### config.mk
export PLATFORM = sky130hd
export DESIGN_NAME = rau_ctrl
export DESIGN_NICKNAME = d
export VERILOG_FILES = /design/src/rtl/rau_pkg.sv /design/src/rtl/rau_ctrl.sv
export VERILOG_INCLUDE_DIRS = /design/src /design/src/rtl
export SDC_FILE = /design/constraint.sdc
export NUM_CORES = 1
export LEC_CHECK = 0
export BUFFER_PORTS_ARGS = -buffer_cell sky130_fd_sc_hd__buf_2
export CORE_ASPECT_RATIO = 0.9
export CORE_MARGIN = 2
export CORE_UTILIZATION = 44
export CTS_CLUSTER_SIZE = 10
export DETAILED_ROUTE_END_ITERATION = 10
export GPL_TIMING_DRIVEN = 0
export PLACE_DENSITY_LB_ADDON = 0.3
export SLEW_MARGIN = 10
export SYNTH_ARGS = -nofsm -noshare
export SYNTH_HDL_FRONTEND = slang
export SYNTH_SLANG_ARGS = --single-unit
### constraint.sdc
create_clock -name clk -period 1.81 [get_ports clk]
set_clock_uncertainty 0.2 [all_clocks]
set_input_delay 0.362 -clock clk [delete_from_list [all_inputs] [get_ports clk]]
set_output_delay 0.362 -clock clk [all_outputs]
set_load 0.005 [all_outputs]
### src/rtl/assert_macros.svh
// ----------------------------------------------------------------------------
// Assertion macros shared by the RTL
// Clocked implication checks with an active-low reset disable.
// ----------------------------------------------------------------------------
`ifndef ASSERT_MACROS_SVH
`define ASSERT_MACROS_SVH

// same-cycle implication
`define ASSERT_IMP(label, clk, rst_n, a, b) \
    label: assert property (@(posedge clk) disable iff (!rst_n) (a) |-> (b)) \
        else $error("assertion failed");

// next-cycle implication
`define ASSERT_NXT(label, clk, rst_n, a, b) \
    label: assert property (@(posedge clk) disable iff (!rst_n) (a) |=> (b)) \
        else $error("assertion failed");

`endif

### src/rtl/rau_pkg.sv
// ----------------------------------------------------------------------------
// rau_pkg
// Operation and error codes plus controller/datapath handshake types.
// ----------------------------------------------------------------------------
`timescale 1ns / 1ps

package rau_pkg;

    localparam logic [2:0] FUNC_ADD = 3'd0;
    localparam logic [2:0] FUNC_SUB = 3'd1;
    localparam logic [2:0] FUNC_MUL = 3'd2;
    localparam logic [2:0] FUNC_CMP = 3'd3;

    localparam logic [1:0] ERR_OK   = 2'd0;
    localparam logic [1:0] ERR_ZERO = 2'd1;
    localparam logic [1:0] ERR_NEG  = 2'd2;

    typedef struct packed {
        logic load;
        logic mul_a;
        logic mul_b;
        logic mul_c;
        logic comb;
        logic gcd_init;
        logic gcd_step;
        logic div_init;
        logic div_step;
        logic out_load;
    } rau_cmd_t;

    typedef struct packed {
        logic err;
        logic is_cmp;
        logic gcd_done;
        logic div_done;
    } rau_status_t;

endpackage

### src/rtl/rau_ctrl.sv
// ----------------------------------------------------------------------------
// rau_ctrl
// Sequencer for multiply, gcd and divide phases, and the output valid flag.
// ----------------------------------------------------------------------------
`timescale 1ns / 1ps

`include "assert_macros.svh"

module rau_ctrl (
    input  logic                 clk,
    input  logic                 rst_n,
    input  logic                 in_valid,
    output logic                 in_ready,
    output logic                 out_valid,
    input  logic                 out_ready,
    output rau_pkg::rau_cmd_t    cmd,
    input  rau_pkg::rau_status_t status
);
    import rau_pkg::*;

    typedef enum logic [9:0] {
        S_IDLE     = 10'b0000000001,
        S_MUL_A    = 10'b0000000010,
        S_MUL_B    = 10'b0000000100,
        S_MUL_C    = 10'b0000001000,
        S_COMB     = 10'b0000010000,
        S_GCD_INIT = 10'b0000100000,
        S_GCD_RUN  = 10'b0001000000,
        S_DIV_INIT = 10'b0010000000,
        S_DIV_RUN  = 10'b0100000000,
        S_FINISH   = 10'b1000000000
    } state_t;

    state_t state_reg, state_next;
    logic   valid_reg, valid_next;

    always_comb
    begin
        state_next = state_reg;
        cmd        = '0;
        case (state_reg)
            S_IDLE:
            begin
                if (in_valid)
                begin
                    cmd.load   = 1'b1;
                    state_next = S_MUL_A;
                end
            end
            S_MUL_A:
            begin
                cmd.mul_a  = 1'b1;
                state_next = status.err ? S_FINISH : S_MUL_B;
            end
            S_MUL_B:
            begin
                cmd.mul_b  = 1'b1;
                state_next = S_MUL_C;
            end
            S_MUL_C:
            begin
                cmd.mul_c  = 1'b1;
                state_next = S_COMB;
            end
            S_COMB:
            begin
                cmd.comb   = 1'b1;
                state_next = status.is_cmp ? S_FINISH : S_GCD_INIT;
            end
            S_GCD_INIT:
            begin
                cmd.gcd_init = 1'b1;
                state_next   = S_GCD_RUN;
            end
            S_GCD_RUN:
            begin
                if (status.gcd_done)
                    state_next = S_DIV_INIT;
                else
                    cmd.gcd_step = 1'b1;
            end
            S_DIV_INIT:
            begin
                cmd.div_init = 1'b1;
                state_next   = S_DIV_RUN;
            end
            S_DIV_RUN:
            begin
                if (status.div_done)
                    state_next = S_FINISH;
                else
                    cmd.div_step = 1'b1;
            end
            S_FINISH:
            begin
                // hold until the output register is free
                if (!valid_reg || out_ready)
                begin
                    cmd.out_load = 1'b1;
                    state_next   = S_IDLE;
                end
            end
            default:
            begin
                state_next = S_IDLE;
            end
        endcase
    end

    always_comb
    begin
        valid_next = valid_reg;
        if (cmd.out_load)
            valid_next = 1'b1;
        else if (out_ready)
            valid_next = 1'b0;
    end

    always_ff @(posedge clk or negedge rst_n)
    begin
        if (!rst_n)
        begin
            state_reg <= S_IDLE;
            valid_reg <= 1'b0;
        end
        else
        begin
            state_reg <= state_next;
            valid_reg <= valid_next;
        end
    end

    assign in_ready  = (state_reg == S_IDLE);
    assign out_valid = valid_reg;

    `ASSERT_NXT(a_accept_busy, clk, rst_n, in_valid && in_ready, state_reg != S_IDLE)
    `ASSERT_NXT(a_load_valid, clk, rst_n, cmd.out_load, valid_reg)
    `ASSERT_NXT(a_finish_hold, clk, rst_n,
                (state_reg == S_FINISH) && valid_reg && !out_ready, state_reg == S_FINISH)

endmodule

---- Word-level counts from Yosys, hierarchy flattened ----
Cells that the tools add are included.
word-level totals
  register bits ........................... 11
  input port bits ......................... 8
  output and inout bits ................... 12
  logic and storage cells ................. 43
cells by class
  equality and inequality tests ........... 14
  mux-type cells .......................... 23
  reductions and logical operators ........ 4
operators by type and width
  kind                                            number
  case mux 10 bit (10 select lines)               1
  two-way mux 10 bit                              6
  two-way mux 1 bit                               16
  == test 10 x 1 -> 1 bit, second input constant  1
  == test 10 bit, second input constant           1
  == test 10 x 2 -> 1 bit, second input constant  1
  == test 10 x 3 -> 1 bit, second input constant  1
  == test 10 x 4 -> 1 bit, second input constant  1
  == test 10 x 5 -> 1 bit, second input constant  1
  == test 10 x 6 -> 1 bit, second input constant  1
  == test 10 x 7 -> 1 bit, second input constant  1
  == test 10 x 8 -> 1 bit, second input constant  1
  == test 10 x 9 -> 1 bit, second input constant  1
  != test 2 bit, second input constant            4
  AND reduction 4 bit                             1
  nonzero test 2 bit                              1
  logical NOT 1 bit                               1
  logical OR 1 bit                                1

---- Depth between registers and ports, before layout ----
Gate-level depths: netlist of the first run.
  word-level depth ........................ 5
  gate-level depth with buffers ........... 6
  mapped depth without buffers ............ 4

---- Worst setup path after synthesis of the first run ----
No wires, ideal clock.
  kind .................................... register to output
  from .................................... reg state_reg[5]
  to ...................................... out cmd[0] in the netlist's numbering
  arrival time ............................ 1.459 ns
  required time ........................... 1.248 ns
  path slack .............................. -0.211 ns
  cell stages (with the launch flop) ...... 7
  path buffers ............................ 2
  cells stage by stage .................... dfrtp_1 > buf_2 > nor3_1 > nand2_1 > or3_1 > nor2b_1 > buf_4
RTL lines
  element                   RTL line         source
  start: declaration        rau_ctrl.sv:34   state_t state_reg, state_next;
  start signal: assignment  rau_ctrl.sv:128  state_reg <= state_next;
  end: declaration          rau_ctrl.sv:16   output rau_pkg::rau_cmd_t cmd,

==> results of run 1 <==
layer usage:
metal  vias to the layer above  track usage  part of all wire
met5                         -            0                 0
met4                         0       0.0857             0.026
met3                        10        0.100             0.083
met2                        51        0.408              0.49
met1                       393        0.329              0.40
li1                        379            -                 -
cell type report:
cell class                      instances  share of cell area
Sequential cell                        11               0.237
Clock buffer                            4              0.0218
Tap cell                               15              0.0156
Buffer                                  1             0.00624
Timing Repair Buffer                   41               0.261
Inverter                                3             0.00936
Multi-Input combinational cell         61               0.449
where the power goes:
group	switching [W]	leakage [nW]	internal, W
combinational	0.000282	0.397	0.000328
clock	0.0000796	0.0150	0.0000854
sequential	0.0000436	0.138	0.000288
total	0.000405	0.550	0.000701
repair_timing:
item | in CTS | in global routing
endpoints found under the setup margin | 13 | 16
endpoints found under the hold margin | 10 | 0
pin swaps | 11 | 8
setup buffers | 17 | 4
hold buffers | 1 | 0
resized for setup | 20 | 14
worst reg2reg max path, stage by stage, from the launching register on:
cell and delay, ns:
dfrtp_2 0.45, buf_6 0.14, buf_6 0.12, or3b_4 0.38
a211o_1 0.27, a211oi_2 0.20, o41ai_2 0.12
cell families after synthesis:
| group | after synthesis | share of synthesized area |
|---|---|---|
| xor gates and xnor gates | 1 | 0.0125 |
| DFF | 11 | 0.396 |
| and+or+nand+nor | 47 | 0.437 |
| AOI/OAI and AO/OA | 13 | 0.120 |
| buffers and inverters | 5 | 0.0340 |
cells in the final DEF, fill, tap and decap left out, drive strengths merged:
cell         instances
o41ai                1
and4b                2
or4b                 1
a211o                1
inv                  3
xor2                 1
o22ai                1
nand2                4
o21ai                4
nor4b                2
nand3b               1
and3                 4
nand2b               3
a32oi                1
nand3                1
and3b                1
o311ai               1
nor4bb               1
nor3b                1
dlygate4sd3          1
a211oi               1
nor3                 3
or2                  3
nor2                 4
a21oi                3
dfstp                1
nor4                 4
nor2b                6
nand4b               1
dfrtp               10
or3b                 1
buf                 41
clkbuf               4
and2                 2
or3                  2
path summary, 6_finish.rpt:
check	from	endpoint	slack, ns	cells past startpoint
max	state_reg[8]	cmd[3]	-0.49	6
min	status[3]	state_reg[2]	0.05	2
max reg2reg	state_reg[5]	state_reg[0]	-0.14	6
min reg2reg	out_valid	out_valid	0.36	2
max in group asynchronous	rst_n	state_reg[0]	0.84	2
min in group asynchronous	rst_n	state_reg[7]	0.29	2
Yosys cell counts, drive strengths merged, types with 3 or more instances:
cell and number:
a21oi 3, and3 4, dfrtp 10, inv 3
nand2 4, nand2b 3, nor2 4, nor2b 6
nor3 3, nor4 4, o21ai 4, or2 3
metrics by stage:
stage / total power (W) / TNS (ns) / hold slack, ns / setup WS, ns
2_1_floorplan: 0.000564 / -0.0779 / -0.134 / -0.0308
3_3_place_gp: 0.000650 / -1.16 / 0.0491 / -0.226
3_5_place_dp: 0.000661 / -1.58 / 0.0523 / -0.235
4_1_cts: 0.000964 / -3.64 / 0.0473 / -0.430
5_1_grt: 0.00116 / -4.97 / 0.0492 / -0.591
6_report: 0.00111 / -4.23 / 0.0503 / -0.493
==> metrics, run 1 <==
sequential share of the synthesized area=0.396; share of the synthesized area in the top cell type=0.358; max-slew violations=0; CP Max Fanout=5; syn_nets=85; first-pass GRT wire length=3.61 mm; final WL=2.56 mm; clock sink count=11; Post-synth ARST share=1.00; Pre-Repair DR Iteration Count=4; Most used DFF post-synth=dfrtp_1; Post-synth EDFFs=0; post-route ant nets=0; die area=0.00192 mm2; IO Count=20; DP Wirelength=1.32 mm; ordered cell list for the critical path=buf_6, nor3_4, nand3_2, or2_4, nor4_4, buf_2; H-tree levels=1; max-cap viol count=0; Register Area=285 um2; startpoint types=register; unrepaired setup endpoints after global routing=true; port buffer count=19; CP required=1.25 ns; NumNets Final=130; Multi-input gate area=541 um2; area delta synth->final=72.4%; initial antenna violation count=0; top cells by area, synth=dfrtp_1 (36%), nor2b_1 (5.4%), dfstp_2 (3.8%); placed inst area=863 um2; 1st-iter DRT viols=35; Residual DRC=0; CP Class=reg2out; Vias=833; fin crit share=1.27; vias per cell=6.13; leakage=0.550 nW; crit-path max cell delay=0.45 ns; Synth area leader=dfrtp_1; antenna cell count=0; worst path bufs/invs=2; final worst slack=-0.493 ns; final number of setup-violating endpoints=12; failing checks=negative setup slack; yosys warns=0; nature of the critical path endpoint=primary output; layout cells sized above 1=0.636; clk_lat worst skew=0.27 ns; final core occ=0.822; clock root cell=clkbuf_4; synthesized area=698 um2; Max VDD drop=0.930 mV; Placer Congestion=0.802; register clock-pin slew on the reported worst setup and hold paths=0.07 ns; post-synthesis cell type count=35; CP top delay family=simple AND/OR/NAND/NOR gates; die width=46.0 um; fmax=434 MHz; Core Box Area=0.00146 mm2; Power Density=919 mW/mm2; Critical-path top delay cell=dfrtp_2; CTS Buf Count=3; Initial Util=0.477; CTS tree=done; Max-slew headroom=0.776; Final Non-Filler Cells=136; number of global-route vias before repair=790; crit path DAT=1.74 ns; Syn Inst Count=77; Die Ht=41.8 um; fill count=81; final instance area=0.00120 mm2; outcome=finished with violations; count of final hold-check violations=0; number of synthesized register bits=11; cell row count=13; GR Util All Layers=0.263; total grt overflow=0; CTS Buffer Depth=2; largest net degree at the start of global routing=12; HP Class=in2reg; max reg flops=10; Slew @ Worst Pin=0.333 ns; Mean Syn Cell Area=9.07 um2; routed wire length per instance=18.8 um; placed cell count=111; fin crit period=2.30 ns
No activity file was read; power rests on OpenSTA's default activity.
==> run 2: changes to the inputs <==
--- a/config.mk
+++ b/config.mk
@@ -7,9 +7,11 @@
 export NUM_CORES = 1
 export LEC_CHECK = 0
 export BUFFER_PORTS_ARGS = -buffer_cell sky130_fd_sc_hd__buf_2
+export CELL_PAD_IN_SITES_DETAIL_PLACEMENT = 1
+export CELL_PAD_IN_SITES_GLOBAL_PLACEMENT = 2
 export CORE_ASPECT_RATIO = 0.9
 export CORE_MARGIN = 2
-export CORE_UTILIZATION = 44
+export CORE_UTILIZATION = 26
 export CTS_CLUSTER_SIZE = 10
 export DETAILED_ROUTE_END_ITERATION = 10
 export GPL_TIMING_DRIVEN = 0
==> metrics, run 2 (synthesis gave the netlist of run 1 again) <==
IO Count=20 (unchanged); max reg flops=10 (unchanged); HP Class=in2reg; Comb power frac=0.558 (+0.007); Core Box Area=0.00251 mm2 (+71%); met3 wire length=101 um (-52%); startpoint types=register; Internal=0.000731 W (+4.2%); CTS Buf Count=3 (unchanged); crit path DAT=1.72 ns (-0.02 ns); CTS tree=done; Net Sw Frac=0.361 (-0.00548); routed wire length per instance=16.3 um (-13%); die area=0.00312 mm2 (+62%); first-pass GRT wire length=3.93 mm (+8.8%); max-cap viol count=0 (unchanged); Pre-Repair DR Iteration Count=7 (+3); nature of the critical path endpoint=primary output; Fin Hold WS=0.0411 ns (-0.00915 ns); CP Class=reg2out; clock root cell=clkbuf_4; outcome=finished with violations; count of final hold-check violations=0 (unchanged); CTS Buffer Depth=2 (unchanged); total grt overflow=0 (unchanged); fin crit share=1.26 (-0.0108); largest net degree at the start of global routing=12 (unchanged); most frequent cells in the layout=buf_4 (24), buf_2 (15), dfrtp_2 (8); leakage=0.570 nW (+3.8%); fin crit period=2.28 ns (-0.0196 ns); clock sink count=11 (unchanged); final WL=2.50 mm (-2.2%); most common cell after layout, fill and taps aside=buf_4; 1st-iter DRT viols=20 (-43%); Max VDD drop=0.520 mV (-44%); register clock-pin slew on the reported worst setup and hold paths=0.07 ns (about the same); final worst slack=-0.473 ns (+0.0196 ns); placed inst area=880 um2 (+1.9%); Initial Util=0.278 (-0.199); unrepaired setup endpoints after global routing=true; Die Ht=53.2 um (+27%); part of the power in registers=0.288 (-0.012); vias per cell=5.16 (-16%); met1 WL=1.20 mm (+19%); Critical-path top delay cell=dfrtp_2; Final Power=0.00114 W (+3.3%); layout cells sized above 1=0.656 (+0.0196); ordered cell list for the critical path=or3_4, nor3_4, and3_4, and2_1, buf_2; CP required=1.25 ns (about the same); Reg2Reg Launch Point=state_reg[5]; initial antenna violation count=0 (unchanged); Vias=790 (-5.2%); failing checks=design-rule violations, negative setup slack; CP Max Fanout=5 (unchanged); final instance area=0.00124 mm2 (+2.9%); number of global-route vias before repair=792 (+0.25%); cell row count=17 (+4); die width=58.6 um (+27%); Worst R2R End=state_reg[0]; HP Start=status[3]; clk_lat worst skew=0.27 ns (about the same); antenna cell count=0 (unchanged); R2R cell count=6 (unchanged); GR Util All Layers=0.172 (-0.0909); Max-slew headroom=0.773 (-0.00293); Slew @ Worst Pin=0.336 ns (+0.00288 ns); port buffer count=19 (unchanged); worst path bufs/invs=1 (-1); area delta synth->final=77.4%; DP Wirelength=1.47 mm (+12%); final number of setup-violating endpoints=13 (+1); fmax=438 MHz (+0.86%); Power Density=923 mW/mm2 (+0.37%); CP top delay family=simple AND/OR/NAND/NOR gates; Placer Congestion=0.750 (-6.5%); max-slew violations=0 (unchanged); r2r setup slk=-0.14 ns (about the same); post-route ant nets=0 (unchanged); NumNets Final=134 (+3.1%); H-tree levels=1 (unchanged); Hold Path Stages=2 (unchanged); crit-path max cell delay=0.46 ns (about the same); met2 wire len=1.20 mm (-5.2%); Residual DRC=1 (+1); Clk pwr share=0.154 (+0.005); Max Used Layer=met3; Switching Power=0.000412 W (+1.7%); Worst Hold End=state_reg[2]
## run 2: worst register-to-register path: cells and delay by family (launching register included)
kind                   cells  cell delay, ns
AOI/OAI and AO/OA          3            0.60
DFF                        1            0.45
and+or+nand+nor            1            0.37
buffers and inverters      2            0.25
## run 2: power by group through the flow
stage               clock network (W)  logic [W]  registers [W]
floorplan                           0   0.000230       0.000334
global route                 0.000196   0.000688       0.000334
detailed placement                  0   0.000322       0.000347
CTS                          0.000180   0.000550       0.000327
finish                       0.000176   0.000638       0.000329
global placement                    0   0.000317       0.000347
## run 2: repair_timing
| item | 4_1_cts | 5_1_grt |
|---|---|---|
| endpoints found under the setup margin | 13 | 14 |
| hold buffers | 1 | 0 |
| hold endpoints to repair | 10 | 0 |
| pin swaps | 12 | 8 |
| resized for setup | 31 | 6 |
| buffers inserted | 22 | 5 |
## run 2: through the flow
step                      worst slack, ns  setup TNS (ns)  cells   util
after global routing               -0.540           -5.41    153  0.494
after floorplan                   -0.0308         -0.0779     77      -
final                              -0.473           -4.49    153  0.494
after detailed placement           -0.332           -1.92    124  0.350
after CTS                          -0.461           -4.20    149  0.473
after global placement             -0.243           -1.65    124  0.350
## run 2: layout make-up
cell class	instances	area (um2)
Multi-Input combinational cell	61	547
Clock buffer	4	26.3
Tap cell	28	35.0
Timing Repair Buffer	46	333
Inverter	3	11.3
Sequential cell	11	287
Fill cell	298	1270
## run 2: worst max path at each step
| stage | end | slack, ns | from | cells after the start |
|---|---|---|---|---|
| floorplan | cmd[9] | -0.03 | state_reg[9] | 4 |
| global placement | cmd[3] | -0.24 | state_reg[4] | 5 |
| detailed placement | cmd[3] | -0.33 | state_reg[4] | 5 |
| CTS | cmd[9] | -0.46 | state_reg[8] | 5 |
| global route | cmd[9] | -0.54 | state_reg[9] | 5 |
| finish | cmd[9] | -0.47 | state_reg[8] | 5 |
## run 2: layer usage
layer | vias up | global-route usage
met5 | - | 0
met4 | 0 | 0.0341
met3 | 0 | 0.0440
met2 | 18 | 0.281
met1 | 384 | 0.231
li1 | 388 | -
==> run 3: changes to the inputs <==
--- a/config.mk
+++ b/config.mk
@@ -6,17 +6,17 @@
 export SDC_FILE = /design/constraint.sdc
 export NUM_CORES = 1
 export LEC_CHECK = 0
+export ABC_AREA = 1
 export BUFFER_PORTS_ARGS = -buffer_cell sky130_fd_sc_hd__buf_2
-export CELL_PAD_IN_SITES_DETAIL_PLACEMENT = 1
-export CELL_PAD_IN_SITES_GLOBAL_PLACEMENT = 2
+export CELL_PAD_IN_SITES_DETAIL_PLACEMENT = 0
+export CELL_PAD_IN_SITES_GLOBAL_PLACEMENT = 1
 export CORE_ASPECT_RATIO = 0.9
 export CORE_MARGIN = 2
-export CORE_UTILIZATION = 26
+export CORE_UTILIZATION = 31
 export CTS_CLUSTER_SIZE = 10
 export DETAILED_ROUTE_END_ITERATION = 10
 export GPL_TIMING_DRIVEN = 0
 export PLACE_DENSITY_LB_ADDON = 0.3
-export SLEW_MARGIN = 10
 export SYNTH_ARGS = -nofsm -noshare
 export SYNTH_HDL_FRONTEND = slang
 export SYNTH_SLANG_ARGS = --single-unit
==> metrics, run 3 <==
Mean Syn Cell Area=6.94 um2 (-24%); Pre-Repair DR Iteration Count=4 (-3); H-tree levels=1 (unchanged); Max-slew headroom=0.821 (+0.0485); die width=55.1 um (-6.0%); top cells by area, synth=dfrtp_1 (34%), inv_1 (13%), nor2_1 (10%); clock sink count=11 (unchanged); nature of the critical path endpoint=primary output; Initial Util=0.331 (+0.0525); number of global-route vias before repair=667 (-16%); simple-gate share of the synthesized area=0.436 (-0.000850); final number of setup-violating endpoints=11 (-2); met1 WL=764 um (-36%); 1st-iter DRT viols=8 (-60%); most common cell after layout, fill and taps aside=inv_1; most frequent cells in the layout=inv_1 (22), nor2_1 (18), buf_2 (16); DP Wirelength=1.23 mm (-17%); Power Density=1190 mW/mm2 (+29%); count of final hold-check violations=0 (unchanged); Most used DFF post-synth=dfrtp_1; die area=0.00275 mm2 (-12%); final WL=1.68 mm (-33%); post-synthesis cell type count=16 (-54%); CTS Buffer Depth=2 (unchanged); synthesized area=728 um2 (+4.3%); Core Box Area=0.00220 mm2 (-12%); initial antenna violation count=0 (unchanged); Residual DRC=0 (-1); share of the synthesized area in the top cell type=0.344 (-0.0148); register clock-pin slew on the reported worst setup and hold paths=0.08 ns (about the same); met3 wire length=52 um (-49%); Placer Congestion=0.751 (about the same); Vias=709 (-10%); antenna cell count=0 (unchanged); IO Count=20 (unchanged); first-pass GRT wire length=2.67 mm (-32%); Post-Synth XOR/XNOR Area=0 (-0.0125); Compound-Gate Fraction of Synth Area=0.0292 (-0.0909); Die Ht=50.0 um (-6.0%); CTS Buf Count=3 (unchanged); max-cap viol count=0 (unchanged); area delta synth->final=49.7%; outcome=finished with violations; GR Util All Layers=0.135 (-0.0375); Place WS=0.0618 ns (+0.394 ns); fmax=510 MHz (+16%); fin crit period=1.96 ns (-0.323 ns); final worst slack=-0.150 ns (+0.323 ns); crit path DAT=1.40 ns (-0.32 ns); HP Class=in2reg; fill count=225 (-24%); unrepaired setup endpoints after global routing=true; sequential share of the synthesized area=0.380 (-0.0163); post-route ant nets=0 (unchanged); NumNets Final=152 (+13%); largest net degree at the start of global routing=12 (unchanged); top post-synthesis cells by count=inv_1 (25), nor2_1 (20), nand2_1 (17), dfrtp_1 (10), nor2_2 (8); fin crit share=1.08 (-0.179); clk_lat worst skew=0.27 ns (about the same); Max Used Layer=met4; vias per cell=4.17 (-19%); Slew @ Worst Pin=0.268 ns (-0.0681 ns); Post-synth ARST share=1.00 (unchanged); CP required=1.25 ns (about the same); Max VDD drop=0.823 mV (+58%); adder-cell share of the synthesized area=0 (unchanged); syn_nets=113 (+33%); Synth area leader=dfrtp_1; CTS tree=done; layout cells sized above 1=0.510 (-0.146); CP Max Fanout=3 (-2); cell row count=16 (-1); Post-synth EDFFs=0 (unchanged); met2 wire len=844 um (-29%); max reg flops=10 (unchanged); r2r setup slk=0.12 ns (+0.26 ns); clock root cell=clkbuf_4; yosys warns=0 (unchanged); total grt overflow=0 (unchanged); Syn Inst Count=105 (+36%); leakage=0.688 nW (+21%); CP Class=reg2out; combinational family with the most area after synthesis=simple AND/OR/NAND/NOR gates; number of synthesized register bits=11 (unchanged); Final Power=0.00130 W (+14%); most common cell in the synthesized netlist=inv_1; max-slew violations=0 (unchanged); startpoint types=register; port buffer count=19 (unchanged); mux contribution to synthesized area=0 (unchanged); failing checks=negative setup slack; routed wire length per instance=9.90 um (-39%); Total Negative Setup Slacks=-1.06 ns (+3.43 ns)
[run 3: repair_timing]
action                                  CTS  global route
buffers inserted                         10             5
pin swaps                                12            14
resized for setup                         4            19
endpoints found under the setup margin   11            11
hold buffers                              1             0
hold endpoints to repair                 10             0
[run 3: worst paths after layout]
check	startpoint	to	cells after the start
max reg2reg	state_reg[0]	state_reg[0]	9
max in group asynchronous	rst_n	state_reg[0]	2
min reg2reg	out_valid	out_valid	2
min	status[3]	state_reg[2]	2
max	state_reg[8]	cmd[9]	6
min in group asynchronous	rst_n	state_reg[1]	2
[run 3: cells by family after synthesis]
kind of cell           Yosys count
buffers and inverters           29
flip-flops                      11
AO/OA/AOI/OAI                    3
AND/OR/NAND/NOR                 62
[run 3: area by class of cell]
cell class              count  area [um2]  area share
multi-input cells          65         412       0.378
flip-flops and latches     11         277       0.254
repair buffers             35         236       0.217
inverters                  28         105      0.0964
well taps                  27        33.8      0.0310
clock buffers               4        26.3      0.0241
[run 3: power by group]
part	internal [W]	switching (W)	total, W
Combinational	0.000345	0.000431	0.000777
Clock	0.0000853	0.0000868	0.000172
Sequential	0.000302	0.0000470	0.000349
Total	0.000733	0.000565	0.00130
[run 3: critical path, cell delays in order (launching register included)]
cell	delay (ns)
dfrtp_1	0.40
nor2_2	0.17
nand2_2	0.12
nor2_4	0.16
nand2_2	0.08
nor2_1	0.08
buf_2	0.11
[run 3: per-layer routing]
layer | vias up | track usage
met5 | - | 0
met1 | 314 | 0.178
met4 | 0 | 0.0610
li1 | 379 | -
met2 | 12 | 0.212
met3 | 4 | 0.0182
[run 3: through the flow]
step                cells  utilization  hold slack, ns  cell area [um2]
CTS                   165        0.443          0.0374              976
finish                170        0.495          0.0474             1090
detailed placement    151        0.389          0.0545              857
floorplan             105            -          -0.134              728
global route          170        0.495          0.0332             1090
global placement      151        0.389          0.0517              857
